===== src/rtl/core/ntps_pkg.sv =====
package ntps_pkg;

    // defaults for the top level parameters
    localparam int DEF_MAX_SERVERS = 8;
    localparam int DEF_LOCAL_ADDRS = 4;

    // retry attempts per probe are 0..RETRY_LIMIT
    localparam logic [1:0] RETRY_LIMIT = 2'd3;

    // config register indexes (byte address is 4 * index)
    localparam logic [2:0] REG_SERVER_COUNT   = 3'd0;
    localparam logic [2:0] REG_LOCAL_PORT     = 3'd1;
    localparam logic [2:0] REG_LOCAL_IP_A     = 3'd2;
    localparam logic [2:0] REG_LOCAL_IP_B     = 3'd3;
    localparam logic [2:0] REG_LOCAL_IP_C     = 3'd4;
    localparam logic [2:0] REG_LOCAL_IP_D     = 3'd5;
    localparam logic [2:0] REG_LOCAL_IP_VALID = 3'd6;

    // input event codes
    localparam logic [2:0] MODE_START      = 3'd0;
    localparam logic [2:0] MODE_START_UPNP = 3'd1;
    localparam logic [2:0] MODE_SAME_REPLY = 3'd2;
    localparam logic [2:0] MODE_DIFFIP_REPLY = 3'd3;
    localparam logic [2:0] MODE_DIFFPORT_REPLY = 3'd4;
    localparam logic [2:0] MODE_UPNP_REPLY = 3'd5;
    localparam logic [2:0] MODE_TIMEOUT    = 3'd6;

    // result kinds
    localparam logic [1:0] RES_PROBE  = 2'd0;
    localparam logic [1:0] RES_REPORT = 2'd1;
    localparam logic [1:0] RES_UPNP   = 2'd2;

    // probe kinds
    localparam logic [1:0] PROBE_SAME     = 2'd0;
    localparam logic [1:0] PROBE_DIFFIP   = 2'd1;
    localparam logic [1:0] PROBE_DIFFPORT = 2'd2;
    localparam logic [1:0] PROBE_UPNP     = 2'd3;

    // nat types
    localparam logic [2:0] NAT_ERROR         = 3'd0;
    localparam logic [2:0] NAT_PUBLIC        = 3'd1;
    localparam logic [2:0] NAT_FULL_CONE     = 3'd2;
    localparam logic [2:0] NAT_SYMMETRIC     = 3'd3;
    localparam logic [2:0] NAT_IP_RESTRICTED = 3'd4;
    localparam logic [2:0] NAT_PORT_RESTRICTED = 3'd5;

    typedef enum logic [6:0] {
        PH_IDLE   = 7'b0000001,
        PH_SAME   = 7'b0000010,
        PH_DIFFIP = 7'b0000100,
        PH_SYM    = 7'b0001000,
        PH_RESTR  = 7'b0010000,
        PH_UPNP   = 7'b0100000,
        PH_DONE   = 7'b1000000
    } phase_t;

    typedef struct packed {
        logic [15:0] port_value;
        logic [2:0]  nat_class;
        logic [1:0]  attempt;
        logic [2:0]  server_index;
        logic [1:0]  probe_kind;
        logic [1:0]  result_kind;
    } out_item_t;

endpackage


===== src/rtl/core/nat_type_probe_sequencer_core.sv =====
// NAT type probe sequencer. Each item on the s_ channel is one event (start, start upnp, one
// of four server replies, or a timeout) and gives zero or one result item on the m_ channel:
// a probe to send, a NAT type report, or a upnp result. Every event is handled by the
// combinational phase logic and its result is registered, so one item can be taken each
// clock; a result that the sink does not take lands in a one-item skid register, and only
// while that skid register is full is s_tready low. Replies that do not fit the current
// phase, timeouts in idle or complete, and mode 7 give no result and change nothing. The
// user writes configuration through the APB port only while no event is in flight; the
// block does not enforce this. Registers read back as written, unused upper bits zero.
module nat_type_probe_sequencer_core #(
    parameter int MAX_SERVERS = ntps_pkg::DEF_MAX_SERVERS,
    parameter int LOCAL_ADDRS = ntps_pkg::DEF_LOCAL_ADDRS
) (
    input  logic        aclk,
    input  logic        aresetn,

    // event input
    input  logic        s_tvalid,
    output logic        s_tready,
    input  logic [63:0] s_tdata,    // reply_ip[31:0], reply_port[47:32], upnp_port[63:48]
    input  logic [2:0]  s_tuser,    // mode[2:0]

    // result output
    output logic        m_tvalid,
    input  logic        m_tready,
    output logic [31:0] m_tdata,    // probe_kind[1:0], server_index[4:2], attempt[6:5],
                                    // nat_class[9:7], port_value[25:10], zero fill [31:26]
    output logic [1:0]  m_tuser,    // result_kind[1:0]

    // config port
    input  logic        psel,
    input  logic        penable,
    input  logic        pwrite,
    input  logic [4:0]  paddr,
    input  logic [31:0] pwdata,
    output logic [31:0] prdata,
    output logic        pready
);
    import ntps_pkg::*;

    localparam logic [4:0] MaxSrv = 5'(MAX_SERVERS);

    // config registers
    logic [3:0]  server_count_reg;
    logic [15:0] local_port_reg;
    logic [31:0] local_ip_reg [4];
    logic [3:0]  local_ip_valid_reg;

    // probe state
    phase_t      phase_reg, phase_next;
    logic [1:0]  retry_reg, retry_next;
    logic        behind_nat_reg, behind_nat_next;
    logic [31:0] first_ip_reg, first_ip_next;
    logic [15:0] first_port_reg, first_port_next;
    logic [3:0]  next_server_reg, next_server_next;
    logic [2:0]  primary_reg, primary_next;
    logic [2:0]  secondary_reg, secondary_next;
    logic [15:0] upnp_port_reg, upnp_port_next;

    // output register and skid register
    logic        m_valid_reg;
    out_item_t   m_item_reg;
    logic        skid_valid_reg;
    out_item_t   skid_item_reg;

    logic        in_accept;
    logic        cfg_write;
    logic [2:0]  cfg_index;
    logic [2:0]  mode;
    logic [31:0] reply_ip;
    logic [15:0] reply_port;
    logic [15:0] upnp_port;

    logic [3:0]  eff_count;
    logic        server_left;
    logic        ip_hit;
    logic        is_local;
    logic        do_probe;
    logic        do_report;
    logic        do_upnp;
    logic [2:0]  report_type;
    logic [15:0] upnp_value;
    logic        res_valid;
    out_item_t   res_item;

    // ---------------------------------------------------------------- config port
    assign pready    = 1'b1;
    assign cfg_write = psel & penable & pwrite & pready;
    assign cfg_index = paddr[4:2];

    always_ff @(posedge aclk) begin
        if (!aresetn) begin
            server_count_reg   <= '0;
            local_port_reg     <= '0;
            local_ip_reg[0]    <= '0;
            local_ip_reg[1]    <= '0;
            local_ip_reg[2]    <= '0;
            local_ip_reg[3]    <= '0;
            local_ip_valid_reg <= '0;
        end else if (cfg_write) begin
            unique case (cfg_index)
                REG_SERVER_COUNT:   server_count_reg   <= pwdata[3:0];
                REG_LOCAL_PORT:     local_port_reg     <= pwdata[15:0];
                REG_LOCAL_IP_A:     local_ip_reg[0]    <= pwdata;
                REG_LOCAL_IP_B:     local_ip_reg[1]    <= pwdata;
                REG_LOCAL_IP_C:     local_ip_reg[2]    <= pwdata;
                REG_LOCAL_IP_D:     local_ip_reg[3]    <= pwdata;
                REG_LOCAL_IP_VALID: local_ip_valid_reg <= pwdata[3:0];
                default: ;
            endcase
        end
    end

    always_comb begin
        unique case (cfg_index)
            REG_SERVER_COUNT:   prdata = {28'd0, server_count_reg};
            REG_LOCAL_PORT:     prdata = {16'd0, local_port_reg};
            REG_LOCAL_IP_A:     prdata = local_ip_reg[0];
            REG_LOCAL_IP_B:     prdata = local_ip_reg[1];
            REG_LOCAL_IP_C:     prdata = local_ip_reg[2];
            REG_LOCAL_IP_D:     prdata = local_ip_reg[3];
            REG_LOCAL_IP_VALID: prdata = {28'd0, local_ip_valid_reg};
            default:            prdata = '0;
        endcase
    end

    // ---------------------------------------------------------------- input side
    // input is held off only while a result sits in the skid register
    assign s_tready   = ~skid_valid_reg;
    assign in_accept  = s_tvalid & s_tready;
    assign mode       = s_tuser;
    assign reply_ip   = s_tdata[31:0];
    assign reply_port = s_tdata[47:32];
    assign upnp_port  = s_tdata[63:48];

    // server count limited to the list size
    assign eff_count   = ({1'b0, server_count_reg} > MaxSrv) ? MaxSrv[3:0] : server_count_reg;
    assign server_left = next_server_reg < eff_count;

    // reflected address equal to one of the enabled local addresses and the local port
    always_comb begin
        ip_hit = 1'b0;
        for (int i = 0; i < LOCAL_ADDRS; i++) begin
            if (local_ip_valid_reg[i] && local_ip_reg[i] == reply_ip) begin
                ip_hit = 1'b1;
            end
        end
    end
    assign is_local = ip_hit & (local_port_reg == reply_port);

    // ---------------------------------------------------------------- phase logic
    always_comb begin
        phase_next       = phase_reg;
        retry_next       = retry_reg;
        behind_nat_next  = behind_nat_reg;
        first_ip_next    = first_ip_reg;
        first_port_next  = first_port_reg;
        next_server_next = next_server_reg;
        primary_next     = primary_reg;
        secondary_next   = secondary_reg;
        upnp_port_next   = upnp_port_reg;
        do_probe         = 1'b0;
        do_report        = 1'b0;
        do_upnp          = 1'b0;
        report_type      = NAT_ERROR;
        upnp_value       = '0;

        unique case (mode)
            MODE_START: begin
                // restart from any phase
                retry_next = '0;
                if (eff_count == '0) begin
                    do_report = 1'b1;
                end else begin
                    primary_next     = '0;
                    next_server_next = 4'd1;
                    phase_next       = PH_SAME;
                    do_probe         = 1'b1;
                end
            end
            MODE_START_UPNP: begin
                retry_next     = '0;
                upnp_port_next = upnp_port;
                phase_next     = PH_UPNP;
                do_probe       = 1'b1;
            end
            MODE_SAME_REPLY: begin
                if (phase_reg == PH_SAME) begin
                    // first reflection, kept for the symmetric check
                    first_ip_next   = reply_ip;
                    first_port_next = reply_port;
                    behind_nat_next = ~is_local;
                    retry_next      = '0;
                    phase_next      = PH_DIFFIP;
                    do_probe        = 1'b1;
                end else if (phase_reg == PH_SYM) begin
                    if (reply_ip != first_ip_reg || reply_port != first_port_reg) begin
                        do_report   = 1'b1;
                        report_type = NAT_SYMMETRIC;
                    end else begin
                        retry_next = '0;
                        phase_next = PH_RESTR;
                        do_probe   = 1'b1;
                    end
                end
            end
            MODE_DIFFIP_REPLY: begin
                if (phase_reg == PH_DIFFIP) begin
                    do_report   = 1'b1;
                    report_type = behind_nat_reg ? NAT_FULL_CONE : NAT_PUBLIC;
                end
            end
            MODE_DIFFPORT_REPLY: begin
                if (phase_reg == PH_RESTR) begin
                    do_report   = 1'b1;
                    report_type = NAT_IP_RESTRICTED;
                end
            end
            MODE_UPNP_REPLY: begin
                if (phase_reg == PH_UPNP) begin
                    do_upnp    = 1'b1;
                    upnp_value = upnp_port;
                end
            end
            MODE_TIMEOUT: begin
                if (phase_reg != PH_IDLE && phase_reg != PH_DONE) begin
                    if (retry_reg < RETRY_LIMIT) begin
                        // resend the same probe
                        retry_next = retry_reg + 2'd1;
                        do_probe   = 1'b1;
                    end else begin
                        // retries used up: fall over to the next server or give up
                        unique case (phase_reg)
                            PH_SAME: begin
                                if (server_left) begin
                                    primary_next     = next_server_reg[2:0];
                                    next_server_next = next_server_reg + 4'd1;
                                    retry_next       = '0;
                                    do_probe         = 1'b1;
                                end else begin
                                    do_report = 1'b1;
                                end
                            end
                            PH_DIFFIP: begin
                                if (!behind_nat_reg) begin
                                    do_report   = 1'b1;
                                    report_type = NAT_SYMMETRIC;
                                end else begin
                                    retry_next = '0;
                                    phase_next = PH_SYM;
                                    if (server_left) begin
                                        secondary_next   = next_server_reg[2:0];
                                        next_server_next = next_server_reg + 4'd1;
                                        do_probe         = 1'b1;
                                    end else begin
                                        do_report = 1'b1;
                                    end
                                end
                            end
                            PH_SYM: begin
                                if (server_left) begin
                                    secondary_next   = next_server_reg[2:0];
                                    next_server_next = next_server_reg + 4'd1;
                                    retry_next       = '0;
                                    do_probe         = 1'b1;
                                end else begin
                                    do_report = 1'b1;
                                end
                            end
                            PH_RESTR: begin
                                do_report   = 1'b1;
                                report_type = NAT_PORT_RESTRICTED;
                            end
                            default: begin
                                // upnp phase: report failure with port zero
                                do_upnp = 1'b1;
                            end
                        endcase
                    end
                end
            end
            default: ;
        endcase

        // every report and upnp result ends the check
        if (do_report || do_upnp) begin
            phase_next = PH_DONE;
        end
    end

    // ---------------------------------------------------------------- result build
    always_comb begin
        res_item = '0;
        if (do_report) begin
            res_item.result_kind = RES_REPORT;
            res_item.nat_class   = report_type;
        end else if (do_upnp) begin
            res_item.result_kind = RES_UPNP;
            res_item.port_value  = upnp_value;
        end else begin
            // probe for the phase being entered
            res_item.result_kind  = RES_PROBE;
            res_item.attempt      = retry_next;
            res_item.server_index = primary_next;
            unique case (phase_next)
                PH_SAME:   res_item.probe_kind = PROBE_SAME;
                PH_DIFFIP: res_item.probe_kind = PROBE_DIFFIP;
                PH_SYM: begin
                    res_item.probe_kind   = PROBE_SAME;
                    res_item.server_index = secondary_next;
                end
                PH_RESTR:  res_item.probe_kind = PROBE_DIFFPORT;
                default: begin
                    res_item.probe_kind = PROBE_UPNP;
                    res_item.port_value = upnp_port_next;
                end
            endcase
        end
    end

    assign res_valid = in_accept & (do_probe | do_report | do_upnp);

    // ---------------------------------------------------------------- state registers
    always_ff @(posedge aclk) begin
        if (!aresetn) begin
            phase_reg       <= PH_IDLE;
            retry_reg       <= '0;
            behind_nat_reg  <= 1'b0;
            first_ip_reg    <= '0;
            first_port_reg  <= '0;
            next_server_reg <= '0;
            primary_reg     <= '0;
            secondary_reg   <= '0;
            upnp_port_reg   <= '0;
        end else if (in_accept) begin
            phase_reg       <= phase_next;
            retry_reg       <= retry_next;
            behind_nat_reg  <= behind_nat_next;
            first_ip_reg    <= first_ip_next;
            first_port_reg  <= first_port_next;
            next_server_reg <= next_server_next;
            primary_reg     <= primary_next;
            secondary_reg   <= secondary_next;
            upnp_port_reg   <= upnp_port_next;
        end
    end

    // ---------------------------------------------------------------- output and skid
    // a new result goes to the skid register only when the output register is stalled;
    // the skid register drains into the output register as soon as the sink takes one
    always_ff @(posedge aclk) begin
        if (!aresetn) begin
            m_valid_reg    <= 1'b0;
            skid_valid_reg <= 1'b0;
        end else begin
            if (m_valid_reg && !m_tready) begin
                if (res_valid) begin
                    skid_valid_reg <= 1'b1;
                end
            end else if (skid_valid_reg) begin
                m_valid_reg    <= 1'b1;
                skid_valid_reg <= 1'b0;
            end else begin
                m_valid_reg <= res_valid;
            end
        end
    end

    always_ff @(posedge aclk) begin
        if (m_valid_reg && !m_tready) begin
            if (res_valid) begin
                skid_item_reg <= res_item;
            end
        end else if (skid_valid_reg) begin
            m_item_reg <= skid_item_reg;
        end else if (res_valid) begin
            m_item_reg <= res_item;
        end
    end

    assign m_tvalid = m_valid_reg;
    assign m_tuser  = m_item_reg.result_kind;
    assign m_tdata  = {6'd0, m_item_reg.port_value, m_item_reg.nat_class, m_item_reg.attempt,
                       m_item_reg.server_index, m_item_reg.probe_kind};

endmodule

===== config.mk =====
export PLATFORM = sky130hd
export DESIGN_NAME = nat_type_probe_sequencer_core
export DESIGN_NICKNAME = d
export VERILOG_FILES = /design/src/rtl/core/ntps_pkg.sv /design/src/rtl/core/nat_type_probe_sequencer_core.sv
export SDC_FILE = /design/constraint.sdc
export NUM_CORES = 1
export LEC_CHECK = 0
export BUFFER_PORTS_ARGS = -buffer_cell sky130_fd_sc_hd__buf_2
export CAP_MARGIN = 20
export CORE_UTILIZATION = 50
export CTS_CLUSTER_DIAMETER = 80
export DETAILED_ROUTE_END_ITERATION = 12
export GPL_ROUTABILITY_DRIVEN = 0
export GPL_TIMING_DRIVEN = 1
export PLACE_DENSITY = 0.7
export SLEW_MARGIN = 20
export SYNTH_ARGS = -nofsm -noshare
export SYNTH_HDL_FRONTEND = slang
export SYNTH_SLANG_ARGS = --single-unit
export TNS_END_PERCENT = 5

===== constraint.sdc =====
create_clock -name aclk -period 5.15 [get_ports aclk]
set_input_delay 0.2575 -clock aclk [delete_from_list [all_inputs] [get_ports aclk]]
set_output_delay 0.2575 -clock aclk [all_outputs]
set_load 0.01 [all_outputs]

Yosys cells after proc, flatten, opt, wreduce, memory -nomap -nowiden
Memories as Yosys holds them, arrays and structs flattened.
Cells that the tools add are included.
{"block": "op_classes", "n_mux": 119, "bitwise": 14, "eq_ne": 35, "n_lt_le_gt_ge": 3, "add_sub_neg": 2, "n_reduce_logical": 27}
{"op": "$pmux W32 S7", "n": 1}
{"op": "$eq A32 B32 Y1", "n": 4}
{"op": "$mux W32", "n": 4}
{"op": "$mux W16", "n": 6}
{"op": "$mux W7", "n": 11}
{"op": "$mux W28", "n": 2}
{"op": "$mux W3", "n": 15}
{"op": "$mux W1", "n": 44}
{"op": "$ne A32 B32 Y1", "n": 1}
{"op": "$mux W2", "n": 15}
{"op": "$pmux W7 S4", "n": 1}
{"op": "$mux W4", "n": 6}
{"op": "$eq A3 B3 Y1 const B", "n": 6}
{"op": "$pmux W3 S2", "n": 3}
{"op": "$eq A16 B16 Y1", "n": 1}
{"op": "$ne A16 B16 Y1", "n": 1}
{"op": "$pmux W4 S2", "n": 2}
{"op": "$eq A7 B2 Y1 const B", "n": 2}
{"op": "$eq A7 B3 Y1 const B", "n": 2}
{"op": "$eq A7 B4 Y1 const B", "n": 2}
{"op": "$eq A7 B5 Y1 const B", "n": 2}
{"op": "$eq A3 B2 Y1 const B", "n": 4}
{"op": "$pmux W2 S3", "n": 2}
{"op": "$pmux W3 S4", "n": 1}
{"op": "30 further kinds", "n": 62}
{"block": "totals", "elab_cells": 227, "mem_bits_rw": 128, "output_inout_bits": 69, "register_bits": 166, "inputBits": 111, "memories": 1}
{"memory": "local_ip_reg", "depth": 4, "word_bits": 32, "rd": 4, "rd_ports_with_merged_regs": 0, "write_ports": 4, "line_no": "nat_type_probe_sequencer_core.sv:46", "rtl": "logic [31:0] local_ip_reg [4];"}

Depth between registers and ports, before layout
{"block": "depth", "word_depth": 18, "ltp_mapped": 13, "ltp_nobuf": 12}

Least setup slack after synthesis
OpenSTA, ideal clock, no wires.
{"block": "synth_timing", "kind": "register to register", "from": "reg phase_reg[2]", "to": "reg m_item_reg, in the netlist m_tdata[0] (enable)", "arrival_ps": 3404, "n_path_buf": 0, "stages_incl_launch_ff": 8, "slack_ps": 1330, "synth_period_minus_slack_ps": 3820, "required_time_ps": 4734, "setup_time_ps": 416, "cell_sequence": "dfxtp_1 -> or4_1 -> or4_1 -> nor3b_2 -> or3_1 -> o21ai_0 -> and2_1 -> nor2b_1"}
{"block": "synth_between", "elab_chain_len": 11, "elab_cells_between_ends": 34, "classes_between": "eq/ne (7); mux (19); bitwise (3); reduce/logical (5)"}
{"item": "from (decl)", "line_no": "nat_type_probe_sequencer_core.sv:50", "rtl": "phase_t phase_reg, phase_next;"}
{"item": "from (signal assigned)", "line_no": "nat_type_probe_sequencer_core.sv:336", "rtl": "phase_reg <= phase_next;"}
{"item": "$eq A7 B2 Y1 / $eq A7 B4 Y1 (equally long branches)", "line_no": "nat_type_probe_sequencer_core.sv:188, nat_type_probe_sequencer_core.sv:233, nat_type_probe_sequencer_core.sv:196"}
{"item": "$reduce_or A2 Y1 (no source line)"}
{"item": "$pmux W1 S3 / $pmux W1 S2 (equally long branches)", "line_no": "nat_type_probe_sequencer_core.sv:233", "rtl": "unique case (phase_reg)"}
{"item": "$mux W1", "line_no": "nat_type_probe_sequencer_core.sv:227", "rtl": "if (retry_reg < RETRY_LIMIT) begin"}
{"item": "$mux W1", "line_no": "nat_type_probe_sequencer_core.sv:226", "rtl": "if (phase_reg != PH_IDLE && phase_reg != PH_DONE) begin"}
{"item": "$pmux W1 S5 / $pmux W1 S4 (equally long branches)", "line_no": "nat_type_probe_sequencer_core.sv:168", "rtl": "unique case (mode)"}
{"item": "$or A1 B1 Y1", "line_no": "nat_type_probe_sequencer_core.sv:321", "rtl": "assign res_valid = in_accept & (do_probe | do_report | do_upnp);"}
{"item": "$or A1 B1 Y1 (*)", "line_no": "nat_type_probe_sequencer_core.sv:321"}
{"item": "$and A1 B1 Y1 (*)", "line_no": "nat_type_probe_sequencer_core.sv:321"}
{"item": "$reduce_bool A2 Y1 (no source line) (*)"}
{"item": "$reduce_and A2 Y1 (no source line) (*)"}
{"item": "to (signal assigned)", "line_no": "nat_type_probe_sequencer_core.sv:375", "rtl": "m_item_reg <= skid_item_reg;"}
{"item": "to (signal assigned)", "line_no": "nat_type_probe_sequencer_core.sv:377", "rtl": "m_item_reg <= res_item;"}
{"item": "to (decl)", "line_no": "nat_type_probe_sequencer_core.sv:62", "rtl": "out_item_t m_item_reg;"}
Mark *: on every way between the ends. The rest lies on a longest branch, timed or not.
A chain may end at the register's enable or synchronous reset.

Final worst setup path
{"block": "layout_timing", "from": "reg phase_reg[1]", "to": "reg m_item_reg, in the netlist m_tdata[4] (data pin)"}
{"block": "layout_between", "elab_chain_len": 14, "elab_cells_between_ends": 48, "classes_between": "eq/ne (8); mux (36); reduce/logical (4)"}
{"item": "$eq A7 B2 Y1, or another cell as far along", "line_no": "nat_type_probe_sequencer_core.sv:188, nat_type_probe_sequencer_core.sv:233"}
{"item": "$reduce_or A2 Y1 (no source line) / $reduce_or A4 Y1 (equally long branches)"}
{"item": "$pmux W1 S3 / $mux W1 (equally long branches)", "line_no": "nat_type_probe_sequencer_core.sv:233"}
{"item": "$mux W1", "line_no": "nat_type_probe_sequencer_core.sv:227"}
{"item": "$mux W1", "line_no": "nat_type_probe_sequencer_core.sv:226"}
{"item": "$pmux W1 S5 / $pmux W1 S2 (equally long branches)", "line_no": "nat_type_probe_sequencer_core.sv:168"}
{"item": "$logic_or A1 B1 Y1", "line_no": "nat_type_probe_sequencer_core.sv:286", "rtl": "if (do_report || do_upnp) begin"}
{"item": "$mux W7", "line_no": "nat_type_probe_sequencer_core.sv:286"}
{"item": "$eq A7 B4 Y1", "line_no": "nat_type_probe_sequencer_core.sv:305", "rtl": "unique case (phase_next)"}
{"item": "$mux W3", "line_no": "nat_type_probe_sequencer_core.sv:305"}
{"item": "$mux W7", "line_no": "nat_type_probe_sequencer_core.sv:297", "rtl": "end else if (do_upnp) begin"}
{"item": "$mux W7 (*)", "line_no": "nat_type_probe_sequencer_core.sv:294", "rtl": "if (do_report) begin"}
{"item": "$mux W28 (*)", "line_no": "nat_type_probe_sequencer_core.sv:376", "rtl": "end else if (res_valid) begin"}
{"item": "$mux W28 (*)", "line_no": "nat_type_probe_sequencer_core.sv:374", "rtl": "end else if (skid_valid_reg) begin"}
Mark *: on every way between the ends. The rest lies on a longest branch, timed or not. The select of a mux whose other input is x is not followed.

==> results.json <==
{
  "wl_per_cell_um": 22.28,
  "r2r_end": "m_tdata[4]$_DFFE_PP_",
  "drtIter0Drc": 1255,
  "hold_end": "local_port_reg[15]$_SDFFE_PN0P_",
  "hp-start": "pwdata[15]",
  "fp.coreArea_um2": 30670,
  "ys_seq_elements": 294,
  "pre_cts_ws_ps": 1114,
  "ys_async_sr_fraction": 0,
  "syn_avg_cell_area_um2": 10.09,
  "startpoint_type": "flip-flop",
  "final_cell_mix": "232 x nand2_1, 184 x edfxtp_1, 169 x buf_2",
  "ys.warnings.count": 0,
  "cts.path.max_buffers": 3,
  "htree_levels": 2,
  "final_common_cell": "nand2_1",
  "largest_reg_flops": 128,
  "nets": 1784,
  "yosysTopAreaCellShare": 0.3529,
  "rsz0062_at_grt": "false",
  "portBuffers": 170,
  "drv_slew": 0,
  "fmax_ghz": 0.2432,
  "antenna_left": 0,
  "grt_use_total": 0.2906,
  "cts_made_buffers": 34,
  "clk_latency_ps": 530,
  "die_w_um": 178.9,
  "final.period_utilization": 0.7983,
  "start_util": 0.5104,
  "crit_fanout": 13,
  "clock-root-buffer": "clkbuf_16",
  "holdPathStages": 3,
  "antenna_found_initial": 3,
  "fin_ws_ps": 1039,
  "yosys-top-cells-area": "edfxtp_1 35%, dfxtp_1 14%, xnor2_1 6.4%",
  "grt_overflow": 0,
  "outcome": "complete, no violations",
  "grt_pass1_vias": 11640,
  "cts_tree": "yes",
  "path_clk_slew_ps": 60,
  "hp-class": "input port to flip-flop",
  "dieArea_um2": 32020,
  "post_cts_buffers": 0,
  "relSlewSlack": 0.2254,
  "vias": 12230,
  "synth_top_cell_by_area": "edfxtp_1",
  "ff2ff_path_depth": 9,
  "synth_cell_type_count": 67,
  "hpwl_um": 33580,
  "max_cap_viol_count": 0,
  "wirelength_um": 46640,
  "fillCellCount": 2617,
  "tightest_slew_ps": 1162,
  "end_kind": "flip-flop",
  "synth_edf_count": 184,
  "reg2reg_from": "phase_reg[1]$_SDFFE_PN0P_",
  "ios": 180,
  "netlist_area_um2": 15660,
  "grt_max_degree": 85,
  "worst_ep_required_time_ps": 5520,
  "hold_viol_final": 0,
  "setup_viol": 0,
  "drc": 0,
  "finalCriticalPeriod_ps": 4111,
  "crit_chain": "or4_1 > nor3_1 > nor3_1 > o31ai_1 > o211ai_1 > nand2b_1 > nor4_1 > mux2_2 > o21ai_0",
  "grt_pass1_wl_um": 68990,
  "cts_hold_buffers": 0,
  "clkSinkCount": 294,
  "rows": 64,
  "cts.repair.resized": 0,
  "worstSetupPathType": "flip-flop to flip-flop",
  "viasPerCell": 5.843,
  "power.leakage_nw": 6.682,
  "ir_drop_uv": 191.8,
  "drive_gt1_frac": 0.1762,
  "p_per_area_nw_per_um2": 317.4,
  "slowest_stage": "nor4_1",
  "worst_path_most_repeated_cell": "nor3_1",
  "area_delta_synth_final_pct": 14.19,
  "crit_arrival_ps": 4480,
  "firstDrtPassIters": 5,
  "synth_cells": 1552,
  "finalSetupTns_ps": 0,
  "die_height_um": 178.9,
  "ff2ff_setup_slack_ps": 1040,
  "seq_area_frac_synth": 0.4936,
  "slowest_delay_ps": 600,
  "finalClockSkew_ps": 8.420,
  "synth_flop_cell": "edfxtp_1"
}
worst max-delay path, delay by kind of cell (launching register included):
| family | cells | cell delay (ps) |
|---|---|---|
| AND/OR/NAND/NOR | 5 | 2320 |
| AO/OA/AOI/OAI | 3 | 770 |
| multiplexers | 1 | 430 |
| flip-flops | 1 | 430 |
metrics by stage:
step	utilization	instance area, um^2	total power [mW]	cells	hold WS, ps
3_3_place_gp	0.5464	16760	3.270	2028	455.0
2_1_floorplan	-	15670	3.039	1557	402.4
4_1_cts	0.5824	17860	5.673	2087	14.33
3_5_place_dp	0.5465	16760	3.281	2028	462.0
5_1_grt	0.5827	17870	5.829	2090	26.28
6_report	0.5829	17880	5.673	2093	23.83
routing by layer:
metal	wire length, um	track usage	vias to the layer above
li1	-	-	5687
met1	18200	0.3626	5854
met2	22510	0.4812	565
met3	3484	0.04538	124
met4	2438	0.1589	0
met5	0	0	-
cells in the mapped netlist (all sizes together), types with 6 or more instances:
library cell,instances
and2,136
nand3,20
nand4,35
o21ai,49
xnor2,114
inv,14
a21boi,75
o31ai,6
dfxtp,110
nor2b,21
a31oi,6
nand2,232
o211a,17
a21oi,30
nor4,34
mux2,27
nand2b,9
or3,10
a221o,7
clkbuf,98
a221oi,6
buf,18
a22oi,39
nor2,59
xor2,81
mux2i,40
nor3b,7
edfxtp,184
nor3,14
how the worst max path moves through the flow:
stage	startpoint	depth (start not counted)	to	slack (ps)
floorplan	phase_reg[2]$_SDFFE_PN0P_	7	m_tdata[0]$_DFFE_PP_	1330
global placement	phase_reg[1]$_SDFFE_PN0P_	9	m_tdata[4]$_DFFE_PP_	1180
detailed placement	phase_reg[1]$_SDFFE_PN0P_	9	m_tdata[4]$_DFFE_PP_	1110
CTS	phase_reg[1]$_SDFFE_PN0P_	9	m_tdata[4]$_DFFE_PP_	1090
global route	phase_reg[1]$_SDFFE_PN0P_	9	m_tdata[4]$_DFFE_PP_	710
finish	phase_reg[1]$_SDFFE_PN0P_	9	m_tdata[4]$_DFFE_PP_	1040
power breakdown:
group / switching, mW / total, mW / internal [mW]
Clock: 0.973 / 2.43 / 1.46
Combinational: 0.376 / 0.597 / 0.221
Sequential: 0.0599 / 2.65 / 2.59
final cells by class:
cell class	count	area, um^2	area share
Multi-Input combinational cell	1133	7475	0.4181
Sequential cell	294	7727	0.4323
Tap cell	396	495.5	0.02772
Clock buffer	45	913.4	0.05109
Inverter	14	52.55	0.002940
Clock inverter	14	187.7	0.01050
Antenna cell	6	15.01	0.0008399
Timing Repair Buffer	191	1011	0.05655
cell families (layout without fill, tap and decap cells):
family	after synthesis	after routing	synth area share
AND/OR/NAND/NOR	593	593	0.1907
buffers and inverters	130	264	0.03405
XOR/XNOR	195	195	0.1091
other	2	13	0.0004797
multiplexers	68	68	0.04643
adder cells (fa/ha/maj)	5	5	0.003996
flip-flops	294	294	0.4936
AO/OA/AOI/OAI	265	265	0.1216
Note: power is estimated with default switching activity, not from simulation.
